[config.mk]
export PLATFORM = sky130hd
export DESIGN_NAME = keypad_calculator_8bit
export DESIGN_NICKNAME = d
export VERILOG_FILES = /design/src/design/kc8_pkg.sv /design/src/design/keypad_calculator_8bit.sv /design/src/design/kc8_datapath.sv /design/src/design/kc8_controller.sv
export VERILOG_INCLUDE_DIRS = /design/src /design/src/design
export SDC_FILE = /design/constraint.sdc
export NUM_CORES = 1
export LEC_CHECK = 0
export BUFFER_PORTS_ARGS = -buffer_cell sky130_fd_sc_hd__clkbuf_2
export CAP_MARGIN = 25
export CORE_AREA = 4 4 146 113
export CTS_BUF_LIST = sky130_fd_sc_hd__clkbuf_16
export DETAILED_ROUTE_END_ITERATION = 12
export DIE_AREA = 0 0 150 117
export GPL_TIMING_DRIVEN = 0
export PLACE_DENSITY = 0.72
export SLEW_MARGIN = 20
export SYNTH_ARGS = -nofsm -noshare
export SYNTH_HDL_FRONTEND = slang
export SYNTH_SLANG_ARGS = --single-unit
[constraint.sdc]
create_clock -name clk_i -period 8.3 [get_ports clk_i]
set_input_delay 1.66 -clock clk_i [delete_from_list [all_inputs] [get_ports clk_i]]
set_output_delay 1.66 -clock clk_i [all_outputs]
set_load 0.005 [all_outputs]
[src/design/assert_macros.svh]
// Assertion macros for the calculator RTL.
`ifndef ASSERT_MACROS_SVH
`define ASSERT_MACROS_SVH

// Same-cycle implication, checked at every rising edge outside reset.
`define KC8_ASSERT_IMP(lbl, clk, rstn, ante, cons) \
  lbl: assert property (@(posedge clk) disable iff (!rstn) (ante) |-> (cons)) \
    else $error("kc8 same-cycle check failed");

// Next-cycle implication, checked at every rising edge outside reset.
`define KC8_ASSERT_NXT(lbl, clk, rstn, ante, cons) \
  lbl: assert property (@(posedge clk) disable iff (!rstn) (ante) |=> (cons)) \
    else $error("kc8 next-cycle check failed");

`endif

[src/design/kc8_pkg.sv]
`timescale 1ns / 1ps
package kc8_pkg;

  typedef enum logic [1:0] {
    PH_FIRST  = 2'd0,
    PH_SECOND = 2'd1,
    PH_DONE   = 2'd2
  } kc8_phase_e;

  typedef enum logic [2:0] {
    OP_NONE = 3'd0,
    OP_ADD  = 3'd1,
    OP_SUB  = 3'd2,
    OP_MUL  = 3'd3,
    OP_DIV  = 3'd4
  } kc8_op_e;

  typedef enum logic [2:0] {
    EM_ECHO = 3'd0,
    EM_HUND = 3'd1,
    EM_TENS = 3'd2,
    EM_ONES = 3'd3,
    EM_ERR  = 3'd4,
    EM_CLR  = 3'd5
  } kc8_emit_e;

  typedef enum logic [3:0] {
    ST_IDLE      = 4'd0,
    ST_DECODE    = 4'd1,
    ST_ECHO      = 4'd2,
    ST_ECHO_MORE = 4'd3,
    ST_CALC      = 4'd4,
    ST_DIV       = 4'd5,
    ST_CONV_H    = 4'd6,
    ST_CONV_T    = 4'd7,
    ST_EMIT_H    = 4'd8,
    ST_EMIT_T    = 4'd9,
    ST_EMIT_O    = 4'd10,
    ST_ERR       = 4'd11,
    ST_CLR       = 4'd12
  } kc8_state_e;

  localparam logic [1:0] KIND_ECHO    = 2'd0;
  localparam logic [1:0] KIND_DIGIT   = 2'd1;
  localparam logic [1:0] KIND_CLEAR   = 2'd2;
  localparam logic [1:0] KIND_DIVZERO = 2'd3;

  localparam logic [7:0] KEY_ADD   = 8'h2B;  // '+'
  localparam logic [7:0] KEY_SUB   = 8'h2D;  // '-'
  localparam logic [7:0] KEY_MUL   = 8'h2A;  // '*'
  localparam logic [7:0] KEY_DIV   = 8'h2F;  // '/'
  localparam logic [7:0] KEY_EQ    = 8'h3D;  // '='
  localparam logic [7:0] KEY_CLR   = 8'h63;  // 'c'
  localparam logic [7:0] CHAR_ZERO = 8'h30;  // '0'
  localparam logic [7:0] CHAR_NINE = 8'h39;  // '9'

  typedef struct packed {
    logic      capture;    // latch the key of an accepted request
    logic      decode;     // apply the key to the entry state
    logic      calc;       // compute add, subtract or multiply
    logic      div_start;  // load the divider
    logic      div_step;   // one quotient bit
    logic      conv_h;     // split off the hundreds digit
    logic      conv_t;     // take ten from the remainder
    logic      emit;       // load the output register
    kc8_emit_e emit_sel;
    logic      emit_last;
  } kc8_cmd_t;

  typedef struct packed {
    kc8_phase_e phase;
    kc8_op_e    op;
    logic       key_is_clr;
    logic       second_end;
    logic       divisor_zero;
    logic       div_last;
    logic       rem_ge10;
    logic       hund_nz;
    logic       tens_nz;
    logic       out_free;
  } kc8_status_t;

endpackage

[src/design/keypad_calculator_8bit.sv]
`timescale 1ns / 1ps
// Four-function 8-bit calculator that takes one ASCII key per request and
// returns the characters to display. Keys of both numbers are echoed; digits
// build each value as value*10 + (key - '0'), wrapping modulo 256. One of
// + - * / or the KEYS_PER_NUMBER-th key ends the first number, and '=' or
// the KEYS_PER_NUMBER-th key ends the second. If an operator ended the
// first, the wrapped result then follows as one to three decimal digits,
// most significant first (a zero result shows as a single '0', division by
// zero as one item of kind 3). In the done phase 'c' gives one clear-display
// item, any other key gives nothing, and either one starts a new entry. The
// block works on one key at a time: the key request is held off from
// acceptance until every item it causes has been loaded into the output
// register; each item waits for that register to drain. An echo-only key
// goes through the decode and echo states; a key that yields result digits
// also goes through the 8-step restoring divider (for a division) and the
// tens extraction, which subtracts ten once per cycle up to nine times.
module keypad_calculator_8bit #(
  parameter int unsigned KEYS_PER_NUMBER = 7
) (
  input  logic       clk_i,
  input  logic       rst_ni,
  input  logic       in_valid_i,
  output logic       in_stall_o,
  input  logic [7:0] key_code_i,
  output logic       out_valid_o,
  input  logic       out_stall_i,
  output logic [7:0] out_char_o,
  output logic [1:0] char_kind_o,
  output logic       last_of_run_o
);
  import kc8_pkg::*;

  `include "assert_macros.svh"

  // Commands from the sequencer to the datapath, and status back.
  kc8_cmd_t    cmd;
  kc8_status_t status;

  kc8_controller u_ctrl (
    .clk_i      (clk_i),
    .rst_ni     (rst_ni),
    .in_valid_i (in_valid_i),
    .status_i   (status),
    .in_stall_o (in_stall_o),
    .cmd_o      (cmd)
  );

  // The datapath holds the entry state, the arithmetic, the divider, the
  // decimal conversion and the output register.
  kc8_datapath #(
    .KEYS_PER_NUMBER (KEYS_PER_NUMBER)
  ) u_dp (
    .clk_i         (clk_i),
    .rst_ni        (rst_ni),
    .key_code_i    (key_code_i),
    .out_stall_i   (out_stall_i),
    .cmd_i         (cmd),
    .status_o      (status),
    .out_valid_o   (out_valid_o),
    .out_char_o    (out_char_o),
    .char_kind_o   (char_kind_o),
    .last_of_run_o (last_of_run_o)
  );

  // Named conditions for the checks below.
  logic in_accept, marker_out, digit_out, digit_ok;

  assign in_accept  = in_valid_i && !in_stall_o;
  assign marker_out = out_valid_o && (char_kind_o == KIND_CLEAR || char_kind_o == KIND_DIVZERO);
  assign digit_out  = out_valid_o && (char_kind_o == KIND_DIGIT);
  assign digit_ok   = (out_char_o >= CHAR_ZERO) && (out_char_o <= CHAR_NINE);

  // After a key request is accepted, the input is held off while the key is decoded.
  `KC8_ASSERT_NXT(a_busy_after_accept, clk_i, rst_ni, in_accept, in_stall_o)
  // Clear and error items carry no character and always end the run.
  `KC8_ASSERT_IMP(a_marker_form, clk_i, rst_ni, marker_out, out_char_o == 8'h00 && last_of_run_o)
  // Result digits are decimal characters.
  `KC8_ASSERT_IMP(a_digit_range, clk_i, rst_ni, digit_out, digit_ok)
  // The output register is only loaded when it is free.
  `KC8_ASSERT_IMP(a_emit_free, clk_i, rst_ni, cmd.emit, status.out_free)

endmodule

[src/design/kc8_datapath.sv]
`timescale 1ns / 1ps
module kc8_datapath #(
  parameter int unsigned KEYS_PER_NUMBER = 7
) (
  input  logic                clk_i,
  input  logic                rst_ni,
  input  logic [7:0]          key_code_i,
  input  logic                out_stall_i,
  input  kc8_pkg::kc8_cmd_t   cmd_i,
  output kc8_pkg::kc8_status_t status_o,
  output logic                out_valid_o,
  output logic [7:0]          out_char_o,
  output logic [1:0]          char_kind_o,
  output logic                last_of_run_o
);
  import kc8_pkg::*;

  localparam logic [2:0] KeyLimit = 3'(KEYS_PER_NUMBER);

  kc8_phase_e phase_q;
  kc8_op_e    op_q;
  logic [7:0] key_q, first_q, second_q;
  logic [2:0] keys_q;
  logic [7:0] result_q, dq_q, dr_q;
  logic [2:0] dcnt_q;
  logic [1:0] hund_q;
  logic [3:0] tens_q;
  logic [6:0] rem_q;
  logic       out_valid_q, out_last_q;
  logic [7:0] out_char_q;
  logic [1:0] out_kind_q;

  logic [2:0] keys_next;
  logic       num_end, key_is_eq;
  kc8_op_e    key_op;
  logic [7:0] digit_val, first_fold, second_fold, calc_res;
  logic [8:0] div_trial;
  logic       div_ge;
  logic [1:0] hund_d;
  logic [7:0] rem_full;
  logic [7:0] emit_char;
  logic [1:0] emit_kind;

  assign keys_next   = keys_q + 3'd1;
  assign num_end     = (keys_next >= KeyLimit) || (keys_next == 3'd0);
  assign key_is_eq   = (key_q == KEY_EQ);
  assign digit_val   = key_q - CHAR_ZERO;
  assign first_fold  = {first_q[4:0], 3'b000} + {first_q[6:0], 1'b0} + digit_val;
  assign second_fold = {second_q[4:0], 3'b000} + {second_q[6:0], 1'b0} + digit_val;

  always_comb begin
    case (key_q)
      KEY_ADD: key_op = OP_ADD;
      KEY_SUB: key_op = OP_SUB;
      KEY_MUL: key_op = OP_MUL;
      KEY_DIV: key_op = OP_DIV;
      default: key_op = OP_NONE;
    endcase
  end

  always_comb begin
    case (op_q)
      OP_ADD:  calc_res = first_q + second_q;
      OP_SUB:  calc_res = first_q - second_q;
      OP_MUL:  calc_res = 8'(16'(first_q) * 16'(second_q));
      default: calc_res = 8'd0;
    endcase
  end

  // Restoring divider: one quotient bit per step.
  assign div_trial = {dr_q, dq_q[7]};
  assign div_ge    = div_trial >= {1'b0, second_q};

  assign hund_d   = (result_q >= 8'd200) ? 2'd2 : (result_q >= 8'd100) ? 2'd1 : 2'd0;
  assign rem_full = result_q - ((hund_d == 2'd2) ? 8'd200 :
                                (hund_d == 2'd1) ? 8'd100 : 8'd0);

  always_comb begin
    case (cmd_i.emit_sel)
      EM_ECHO: begin
        emit_char = key_q;
        emit_kind = KIND_ECHO;
      end
      EM_HUND: begin
        emit_char = CHAR_ZERO + {6'd0, hund_q};
        emit_kind = KIND_DIGIT;
      end
      EM_TENS: begin
        emit_char = CHAR_ZERO + {4'd0, tens_q};
        emit_kind = KIND_DIGIT;
      end
      EM_ONES: begin
        emit_char = CHAR_ZERO + {1'b0, rem_q};
        emit_kind = KIND_DIGIT;
      end
      EM_ERR: begin
        emit_char = 8'h00;
        emit_kind = KIND_DIVZERO;
      end
      EM_CLR: begin
        emit_char = 8'h00;
        emit_kind = KIND_CLEAR;
      end
      default: begin
        emit_char = 8'h00;
        emit_kind = KIND_ECHO;
      end
    endcase
  end

  always_ff @(posedge clk_i or negedge rst_ni) begin
    if (!rst_ni) begin
      phase_q  <= PH_FIRST;
      op_q     <= OP_NONE;
      first_q  <= 8'd0;
      second_q <= 8'd0;
      keys_q   <= 3'd0;
    end else if (cmd_i.decode) begin
      case (phase_q)
        PH_FIRST: begin
          if (key_op != OP_NONE) begin
            op_q    <= key_op;
            phase_q <= PH_SECOND;
            keys_q  <= 3'd0;
          end else begin
            first_q <= first_fold;
            if (num_end) begin
              op_q    <= OP_NONE;
              phase_q <= PH_SECOND;
              keys_q  <= 3'd0;
            end else begin
              keys_q <= keys_next;
            end
          end
        end
        PH_SECOND: begin
          if (key_is_eq) begin
            phase_q <= PH_DONE;
            keys_q  <= 3'd0;
          end else begin
            second_q <= second_fold;
            if (num_end) begin
              phase_q <= PH_DONE;
              keys_q  <= 3'd0;
            end else begin
              keys_q <= keys_next;
            end
          end
        end
        default: begin
          phase_q  <= PH_FIRST;
          op_q     <= OP_NONE;
          first_q  <= 8'd0;
          second_q <= 8'd0;
          keys_q   <= 3'd0;
        end
      endcase
    end
  end

  always_ff @(posedge clk_i) begin
    if (cmd_i.capture) begin
      key_q <= key_code_i;
    end
    if (cmd_i.calc) begin
      result_q <= calc_res;
    end
    if (cmd_i.div_start) begin
      dq_q   <= first_q;
      dr_q   <= 8'd0;
      dcnt_q <= 3'd0;
    end else if (cmd_i.div_step) begin
      dq_q   <= {dq_q[6:0], div_ge};
      dr_q   <= div_ge ? 8'(div_trial - {1'b0, second_q}) : div_trial[7:0];
      dcnt_q <= dcnt_q + 3'd1;
      if (dcnt_q == 3'd7) begin
        result_q <= {dq_q[6:0], div_ge};
      end
    end
    if (cmd_i.conv_h) begin
      hund_q <= hund_d;
      rem_q  <= rem_full[6:0];
      tens_q <= 4'd0;
    end else if (cmd_i.conv_t) begin
      rem_q  <= rem_q - 7'd10;
      tens_q <= tens_q + 4'd1;
    end
    if (cmd_i.emit) begin
      out_char_q <= emit_char;
      out_kind_q <= emit_kind;
      out_last_q <= cmd_i.emit_last;
    end
  end

  always_ff @(posedge clk_i or negedge rst_ni) begin
    if (!rst_ni) begin
      out_valid_q <= 1'b0;
    end else if (cmd_i.emit) begin
      out_valid_q <= 1'b1;
    end else if (!out_stall_i) begin
      out_valid_q <= 1'b0;
    end
  end

  always_comb begin
    status_o.phase        = phase_q;
    status_o.op           = op_q;
    status_o.key_is_clr   = (key_q == KEY_CLR);
    status_o.second_end   = key_is_eq || num_end;
    status_o.divisor_zero = (second_q == 8'd0);
    status_o.div_last     = (dcnt_q == 3'd7);
    status_o.rem_ge10     = (rem_q >= 7'd10);
    status_o.hund_nz      = (hund_q != 2'd0);
    status_o.tens_nz      = (tens_q != 4'd0);
    status_o.out_free     = !out_valid_q || !out_stall_i;
  end

  assign out_valid_o   = out_valid_q;
  assign out_char_o    = out_char_q;
  assign char_kind_o   = out_kind_q;
  assign last_of_run_o = out_last_q;

endmodule

[src/design/kc8_controller.sv]
`timescale 1ns / 1ps
module kc8_controller (
  input  logic                 clk_i,
  input  logic                 rst_ni,
  input  logic                 in_valid_i,
  input  kc8_pkg::kc8_status_t status_i,
  output logic                 in_stall_o,
  output kc8_pkg::kc8_cmd_t    cmd_o
);
  import kc8_pkg::*;

  kc8_state_e state_q, state_d;

  always_ff @(posedge clk_i or negedge rst_ni) begin
    if (!rst_ni) begin
      state_q <= ST_IDLE;
    end else begin
      state_q <= state_d;
    end
  end

  always_comb begin
    state_d    = state_q;
    cmd_o      = '0;
    in_stall_o = 1'b1;
    case (state_q)
      ST_IDLE: begin
        in_stall_o    = 1'b0;
        cmd_o.capture = in_valid_i;
        if (in_valid_i) begin
          state_d = ST_DECODE;
        end
      end
      ST_DECODE: begin
        cmd_o.decode = 1'b1;
        case (status_i.phase)
          PH_FIRST: state_d = ST_ECHO;
          PH_SECOND: begin
            if (status_i.second_end && (status_i.op != OP_NONE)) begin
              state_d = ST_ECHO_MORE;
            end else begin
              state_d = ST_ECHO;
            end
          end
          default: state_d = status_i.key_is_clr ? ST_CLR : ST_IDLE;
        endcase
      end
      ST_ECHO, ST_ECHO_MORE: begin
        cmd_o.emit_sel  = EM_ECHO;
        cmd_o.emit_last = (state_q == ST_ECHO);
        if (status_i.out_free) begin
          cmd_o.emit = 1'b1;
          state_d    = (state_q == ST_ECHO) ? ST_IDLE : ST_CALC;
        end
      end
      ST_CALC: begin
        case (status_i.op)
          OP_ADD, OP_SUB, OP_MUL: begin
            cmd_o.calc = 1'b1;
            state_d    = ST_CONV_H;
          end
          OP_DIV: begin
            if (status_i.divisor_zero) begin
              state_d = ST_ERR;
            end else begin
              cmd_o.div_start = 1'b1;
              state_d         = ST_DIV;
            end
          end
          default: state_d = ST_IDLE;
        endcase
      end
      ST_DIV: begin
        cmd_o.div_step = 1'b1;
        if (status_i.div_last) begin
          state_d = ST_CONV_H;
        end
      end
      ST_CONV_H: begin
        cmd_o.conv_h = 1'b1;
        state_d      = ST_CONV_T;
      end
      ST_CONV_T: begin
        if (status_i.rem_ge10) begin
          cmd_o.conv_t = 1'b1;
        end else if (status_i.hund_nz) begin
          state_d = ST_EMIT_H;
        end else if (status_i.tens_nz) begin
          state_d = ST_EMIT_T;
        end else begin
          state_d = ST_EMIT_O;
        end
      end
      ST_EMIT_H: begin
        cmd_o.emit_sel = EM_HUND;
        if (status_i.out_free) begin
          cmd_o.emit = 1'b1;
          state_d    = ST_EMIT_T;
        end
      end
      ST_EMIT_T: begin
        cmd_o.emit_sel = EM_TENS;
        if (status_i.out_free) begin
          cmd_o.emit = 1'b1;
          state_d    = ST_EMIT_O;
        end
      end
      ST_EMIT_O, ST_ERR, ST_CLR: begin
        cmd_o.emit_last = 1'b1;
        case (state_q)
          ST_EMIT_O: cmd_o.emit_sel = EM_ONES;
          ST_ERR:    cmd_o.emit_sel = EM_ERR;
          default:   cmd_o.emit_sel = EM_CLR;
        endcase
        if (status_i.out_free) begin
          cmd_o.emit = 1'b1;
          state_d    = ST_IDLE;
        end
      end
      default: state_d = ST_IDLE;
    endcase
  end

endmodule
==> impl_metrics.yaml, run 1 <==
synth:
  ys_seq_area_frac: 0.334
  synth_edf_count: 36
  syn_nets: 842
  ys_ff_latch: 88
  synth_xor_area_frac: 0.0748
  synthMuxAreaShare: 0.0363
  ys.flop_type: "edfxtp_1"
  ys_async_sr_fraction: 0.330
  avgSynthCellArea_um2: 9.11
  synth_compound_area_frac: 0.152
  synthSimpleGateAreaFrac: 0.151
  yosysUniqueCellTypes: 67
  syn_area_um2: 6790
  syn_inst: 745
  yosys_warnings: 0
  synth_top_family_by_area: "adder cells"
  synthAdderAreaFrac: 0.184
die:
  core_um2: 15000
  rows: 39
  ioPinCount: 25
  die-area_um2: 17600
  start_util: 0.452
  die_w_um: 150
  die_y_um: 117
sta:
  clock.fmax_mhz: 211
  slew-limit-headroom: 0.500
  fin_skew_ns: 0.0113
  finalSetupTns_ns: 0
  finalCritPeriodShare: 0.571
  period_needed_ns: 4.74
  worst_slew_pin_slew_ns: 0.750
  hold_viol: 0
  setup_violations: 0
  finalMaxSlewViolations: 0
  rsz0062_at_grt: "false"
setup_path:
  r2r-start: "u_dp.second_q[2]$_DFFE_PN0P_"
  cp-start-kind: "flop"
  cp_data_required_time_ns: 8.56
  cp.arrival_ns: 5.00
  reg2reg_slack_ns: 3.56
  endpoint_kind: "flop"
  crit_type: "reg2reg"
  r2r_end: "u_dp.result_q[7]$_DFF_P_"
  worstPathMaxFanout: 8
  rr_worst_depth: 17
clock_tree:
  clock_tree.buffer_depth: 2
  htree_levels: 3
  hold_buffers: 0
  clkTransAtPathRegs_ns: 0.07
  clk_latency_ns: 0.35
  cts_tree: "built"
  root_buffer: "clkbuf_16"
  cts_sinks: 88
  post_cts_resized: 0
  cts_buffers: 9
  cts_setup_buffers: 0
min_path:
  min_delay_path_depth: 2
  min_from: "u_dp.dr_q[7]$_SDFFE_PP0P_"
  hp-class: "reg2reg"
  hold_path_end: "u_dp.dr_q[7]$_SDFFE_PP0P_"
place:
  gp_congestion: 0.921
  hpwl_um: 12900
  numPortBuffers: 24
global_routing:
  grt_pass1_vias: 5310
  gr-total-overflow: 0
  grt_first_pass_wirelength_um: 27400
  grt_usage: 0.198
  grt_max_degree: 30
  antenna_found_initial: 0
power_and_ir_drop:
  p_leak_nw: 3.36
  ir_drop_mv: 0.217
  powerDensity_nw_per_um2: 427
cells_and_area:
  final_cell_mix: "nand2_1 (87), inv_1 (85), nor2_1 (70), ha_1 (60), xnor2_1 (37)"
  fin_nets: 879
  drive_above_1_share: 0.0991
  layout_commonest_cell: "nand2_1"
  post-route-util: 0.498
  area_growth_pct: 10.3
  diodes: 0
routing:
  vias_per_cell: 5.59
  drc: 0
  dr.pass1.iters: 4
  routed_wl_um: 16500
  routedWlPerCell_um: 16.7
  vias: 5541
  drt_iter0_drc: 424
  drt.antenna.violating_nets: 0
job:
  drv_cap: 0
status:
  status: "complete, no violations"
registers in the layout, indices dropped and copies added, names as in the netlist, 3 cells and up:
register and count:
u_dp.dr_q 8, u_ctrl.state_q 4, u_dp.op_q 3, u_dp.tens_q 4, u_dp.dcnt_q 3, u_dp.rem_q 7, u_dp.keys_q 3, u_dp.dq_q 8
u_dp.result_q 8, u_dp.first_q 8, u_dp.out_char_o 8, u_dp.key_q 8, u_dp.second_q 8
kinds of logic (layout without fill, tap and decap cells):
group | after synthesis | in the layout
simple gates | 225 | 225
fa+ha+maj | 85 | 85
compound gates | 158 | 158
flops | 88 | 88
buf+inv | 112 | 154
mux | 23 | 23
xor+xnor | 54 | 54
critical path: stages (launching register included):
cell,delay [ns]
dfrtp_1,0.37
clkbuf_1,0.37
inv_1,0.30
nor2_1,0.17
ha_1,0.19
fa_1,0.40
ha_1,0.29
inv_1,0.05
fa_1,0.52
inv_1,0.07
fa_1,0.45
a21o_1,0.19
a21oi_1,0.17
xnor3_1,0.26
xnor3_1,0.41
nand2_1,0.07
o211a_1,0.15
o31ai_2,0.20
layer usage:
metal / share of wire / track usage
met1: 0.51 / 0.307
met2: 0.41 / 0.289
met3: 0.067 / 0.0335
met4: 0.014 / 0.0420
met5: 0 / 0
synth_stat cells, types with 4 or more instances:
| library cell | instances | area share |
|---|---|---|
| fa_1 | 25 | 0.074 |
| edfxtp_1 | 36 | 0.16 |
| nand3_1 | 6 | 0.0044 |
| buf_2 | 7 | 0.0052 |
| nand2b_1 | 10 | 0.0092 |
| ha_1 | 60 | 0.11 |
| xor2_1 | 14 | 0.018 |
| inv_1 | 85 | 0.047 |
| o21a_1 | 4 | 0.0044 |
| a31oi_1 | 10 | 0.0092 |
| mux2i_1 | 10 | 0.015 |
| nor2_1 | 70 | 0.039 |
| o211ai_1 | 5 | 0.0055 |
| mux2_2 | 13 | 0.022 |
| a21o_1 | 12 | 0.013 |
| dfxtp_1 | 23 | 0.068 |
| a22oi_1 | 8 | 0.0088 |
| xnor2_1 | 37 | 0.048 |
| a22o_1 | 7 | 0.0090 |
| nand2_1 | 87 | 0.048 |
| a211oi_1 | 6 | 0.0066 |
| or3_1 | 5 | 0.0046 |
| nor2b_1 | 9 | 0.0083 |
| o22ai_1 | 11 | 0.010 |
| a21oi_1 | 33 | 0.024 |
| clkbuf_1 | 14 | 0.0077 |
| dfrtp_1 | 29 | 0.11 |
| nor3_1 | 10 | 0.0074 |
| o31ai_1 | 4 | 0.0044 |
| nand4_1 | 7 | 0.0065 |
| o21ai_0 | 32 | 0.024 |
area by class of cell:
type	count	area, um^2
well taps	205	256
fillers	1424	7540
flip-flops and latches	88	2270
multi-input cells	545	4070
clock inverters	7	77.6
inverters	86	323
clock buffers	9	225
plain buffers	26	134
repair buffers	26	135
power breakdown:
group | switching, mW | internal [mW]
combinational | 1.10 | 0.942
sequential | 0.142 | 0.596
clock | 0.184 | 0.236
total | 1.42 | 1.77
worst max-delay path by stage:
stage	startpoint	endpoint	slack, ns
2_1_floorplan	u_dp.second_q[2]$_DFFE_PN0P_	u_dp.result_q[7]$_DFF_P_	4.12
3_5_place_dp	u_dp.second_q[2]$_DFFE_PN0P_	u_dp.result_q[7]$_DFF_P_	3.63
3_3_place_gp	u_dp.second_q[2]$_DFFE_PN0P_	u_dp.result_q[7]$_DFF_P_	3.65
4_1_cts	u_dp.second_q[2]$_DFFE_PN0P_	u_dp.result_q[7]$_DFF_P_	3.60
6_report	u_dp.second_q[2]$_DFFE_PN0P_	u_dp.result_q[7]$_DFF_P_	3.56
5_1_grt	u_dp.second_q[2]$_DFFE_PN0P_	u_dp.result_q[7]$_DFF_P_	3.28
per-stage QoR:
stage               hold slack (ns)  setup slack (ns)  power, mW  instances  cell area [um^2]
finish                        0.466              3.56       3.20        992              7490
CTS                           0.465              3.60       3.21        991              7480
global placement              0.442              3.65       2.72        974              7160
detailed placement            0.444              3.63       2.78        975              7180
global route                  0.497              3.28       3.50        992              7490
floorplan                     0.426              4.12       2.27        745              6790
Power figures use the tool's default switching activity.
==> run 2, diff against run 1 <==
==> constraint.sdc (replaced) <==
create_clock -name clk_i -period 4.5 [get_ports clk_i]
set_input_delay 0.9 -clock clk_i [delete_from_list [all_inputs] [get_ports clk_i]]
set_output_delay 0.9 -clock clk_i [all_outputs]
set_load 0.005 [all_outputs]
==> run 2 against run 1 <==
  * Global-route usage grew 0.058 points
  * Via count grew 1.5%
  * Highest routed layer unchanged
  * Final cell count grew 1.9%
==> impl_metrics.yaml, run 2 (synthesized netlist as in run 1, its figures left out) <==
setup_path:
  slowest_delay_ns: 0.56
  endpoint_kind: "flop"
  worstPathMaxFanout: 9
  crit_family: "adder cells"
  r2r_end: "u_dp.result_q[7]$_DFF_P_"
  r2r-start: "u_dp.second_q[1]$_DFFE_PN0P_"
  cp_data_required_time_ns: 4.76
  critical_path_cell_count: 15
  cp.arrival_ns: 4.66
  worstPathBufferInverterCount: 3
  startpoint: "u_dp.second_q[1]$_DFFE_PN0P_"
  slowest_stage: "dfrtp_2"
  crit_top_cell: "fa_1"
  crit_path_end: "u_dp.result_q[7]$_DFF_P_"
  reg2reg_slack_ns: 0.1
  crit_type: "reg2reg"
  worstPathCellList: "clkinvlp_4, nor2_1, fa_1, ha_1, inv_1, fa_1, inv_1, fa_1, a21o_1, a21oi_1, xnor3_1, xnor3_1, nand2_1, o211a_1, o31ai_2"
  rr_worst_depth: 15
  cp-start-kind: "flop"
routing:
  drt_iter0_drc: 453
  drc: 0
  vias: 5623
  dr.pass1.iters: 5
  routed_wl_um: 16900
  vias_per_cell: 5.56
  drt.antenna.violating_nets: 0
  routedWlPerCell_um: 16.7
cells_and_area:
  drive_above_1_share: 0.143
  area_growth_pct: 13.0
  stdcell_count: 1011
  fin_nets: 898
  diodes: 0
  final_cell_mix: "nand2_1 (87), inv_1 (80), nor2_1 (69), ha_1 (59), xnor2_1 (37)"
  layout_commonest_cell: "nand2_1"
sta:
  slew-limit-headroom: 0.493
  hold_viol: 0
  worst_slack_ns: 0.0972
  finalCritPeriodShare: 0.978
  finalSetupTns_ns: 0
  worst_slew_pin_slew_ns: 0.761
  period_needed_ns: 4.40
  fin_skew_ns: 0.00920
  finalMaxSlewViolations: 0
  setup_violations: 0
  clock.fmax_mhz: 227
global_routing:
  antenna_found_initial: 0
  grt_pass1_vias: 5311
  grt_usage: 0.198
  gr-total-overflow: 0
  grt_max_degree: 30
  grt_first_pass_wirelength_um: 27500
status:
  status: "complete, no violations"
clock_tree:
  root_buffer: "clkbuf_16"
  clkTransAtPathRegs_ns: 0.07
  cts_buffers: 9
  cts_tree: "built"
  clk_latency_ns: 0.35
  clock_tree.buffer_depth: 2
  hold_buffers: 0
  cts_sinks: 88
  htree_levels: 3
die:
  die-area_um2: 17600
  ioPinCount: 25
  core_um2: 15000
  rows: 39
  start_util: 0.452
  die_w_um: 150
  die_y_um: 117
place:
  dp.cells: 975
  numPortBuffers: 24
  pre_cts_ws_ns: -0.174
  gp_congestion: 0.921
  hpwl_um: 12900
power_and_ir_drop:
  total_power_mw: 5.98
  p_leak_nw: 3.43
  powerDensity_nw_per_um2: 780
  ir_drop_mv: 0.421
min_path:
  hp-class: "reg2reg"
job:
  drv_cap: 0
[run 2: cell count changes in the layout (fill, tap and decap cells not counted), moves of 2 or more]
cell        change
inv_4           +2
clkinvlp_4      +3
dfrtp_2         +8
clkbuf_1        -2
buf_4          +19
dfrtp_1         -8
inv_1           -5
[run 2: worst register-to-register path: stages, from the launching register on]
cell and delay (ns):
dfrtp_2 0.56, clkinvlp_4 0.27, nor2_1 0.18, fa_1 0.44, ha_1 0.29, inv_1 0.05
fa_1 0.52, inv_1 0.07, fa_1 0.45, a21o_1 0.19, a21oi_1 0.18, xnor3_1 0.27
xnor3_1 0.42, nand2_1 0.07, o211a_1 0.15, o31ai_2 0.20
[run 2: final cells by class]
class,count,area [um^2]
repair buffers,46,285
plain buffers,24,130
fillers,1412,7360
clock buffers,9,225
flip-flops and latches,88,2280
multi-input cells,545,4080
repair inverters,1,5.00
clock inverters,7,77.6
well taps,205,256
inverters,86,339
[run 2: power by group]
| part | leakage, nW | switching [mW] | total (mW) | internal [mW] |
|---|---|---|---|---|
| Combinational | 2.43 | 2.06 | 3.85 | 1.79 |
| Clock | 0.146 | 0.339 | 0.774 | 0.435 |
| Sequential | 0.857 | 0.259 | 1.36 | 1.11 |
| Total | 3.43 | 2.66 | 5.98 | 3.33 |
[run 2: timing repair]
action	CTS	global route
endpoints found under the hold margin	0	0
gates cloned	0	1
resized for setup	7	12
buffers inserted	2	18
endpoints found under the setup margin	1	1
[run 2: per-stage QoR]
stage	hold slack [ns]	utilization	cell area, um^2
after floorplan	0.426	-	6790
after global placement	0.442	0.477	7160
after detailed placement	0.444	0.478	7180
after CTS	0.465	0.499	7500
after global routing	0.497	0.510	7670
final	0.465	0.510	7670
[run 2: how the worst min path moves through the flow]
stage,to,start,slack [ns],cells past startpoint
floorplan,u_dp.dr_q[7]$_SDFFE_PP0P_,u_dp.dr_q[7]$_SDFFE_PP0P_,0.43,2
global placement,u_dp.dr_q[7]$_SDFFE_PP0P_,u_dp.dr_q[7]$_SDFFE_PP0P_,0.44,2
detailed placement,u_dp.dr_q[7]$_SDFFE_PP0P_,u_dp.dr_q[7]$_SDFFE_PP0P_,0.44,2
CTS,u_dp.dr_q[7]$_SDFFE_PP0P_,u_dp.dr_q[7]$_SDFFE_PP0P_,0.46,2
global route,u_dp.dcnt_q[2]$_SDFFE_PP0P_,u_dp.dcnt_q[2]$_SDFFE_PP0P_,0.50,2
finish,u_dp.dr_q[7]$_SDFFE_PP0P_,u_dp.dr_q[7]$_SDFFE_PP0P_,0.47,2
[run 2: routing by layer]
layer  GRT usage  routed length [um]
met1       0.309                8480
met3      0.0339                1230
met5           0                   0
met4      0.0420                 184
met2       0.289                7030
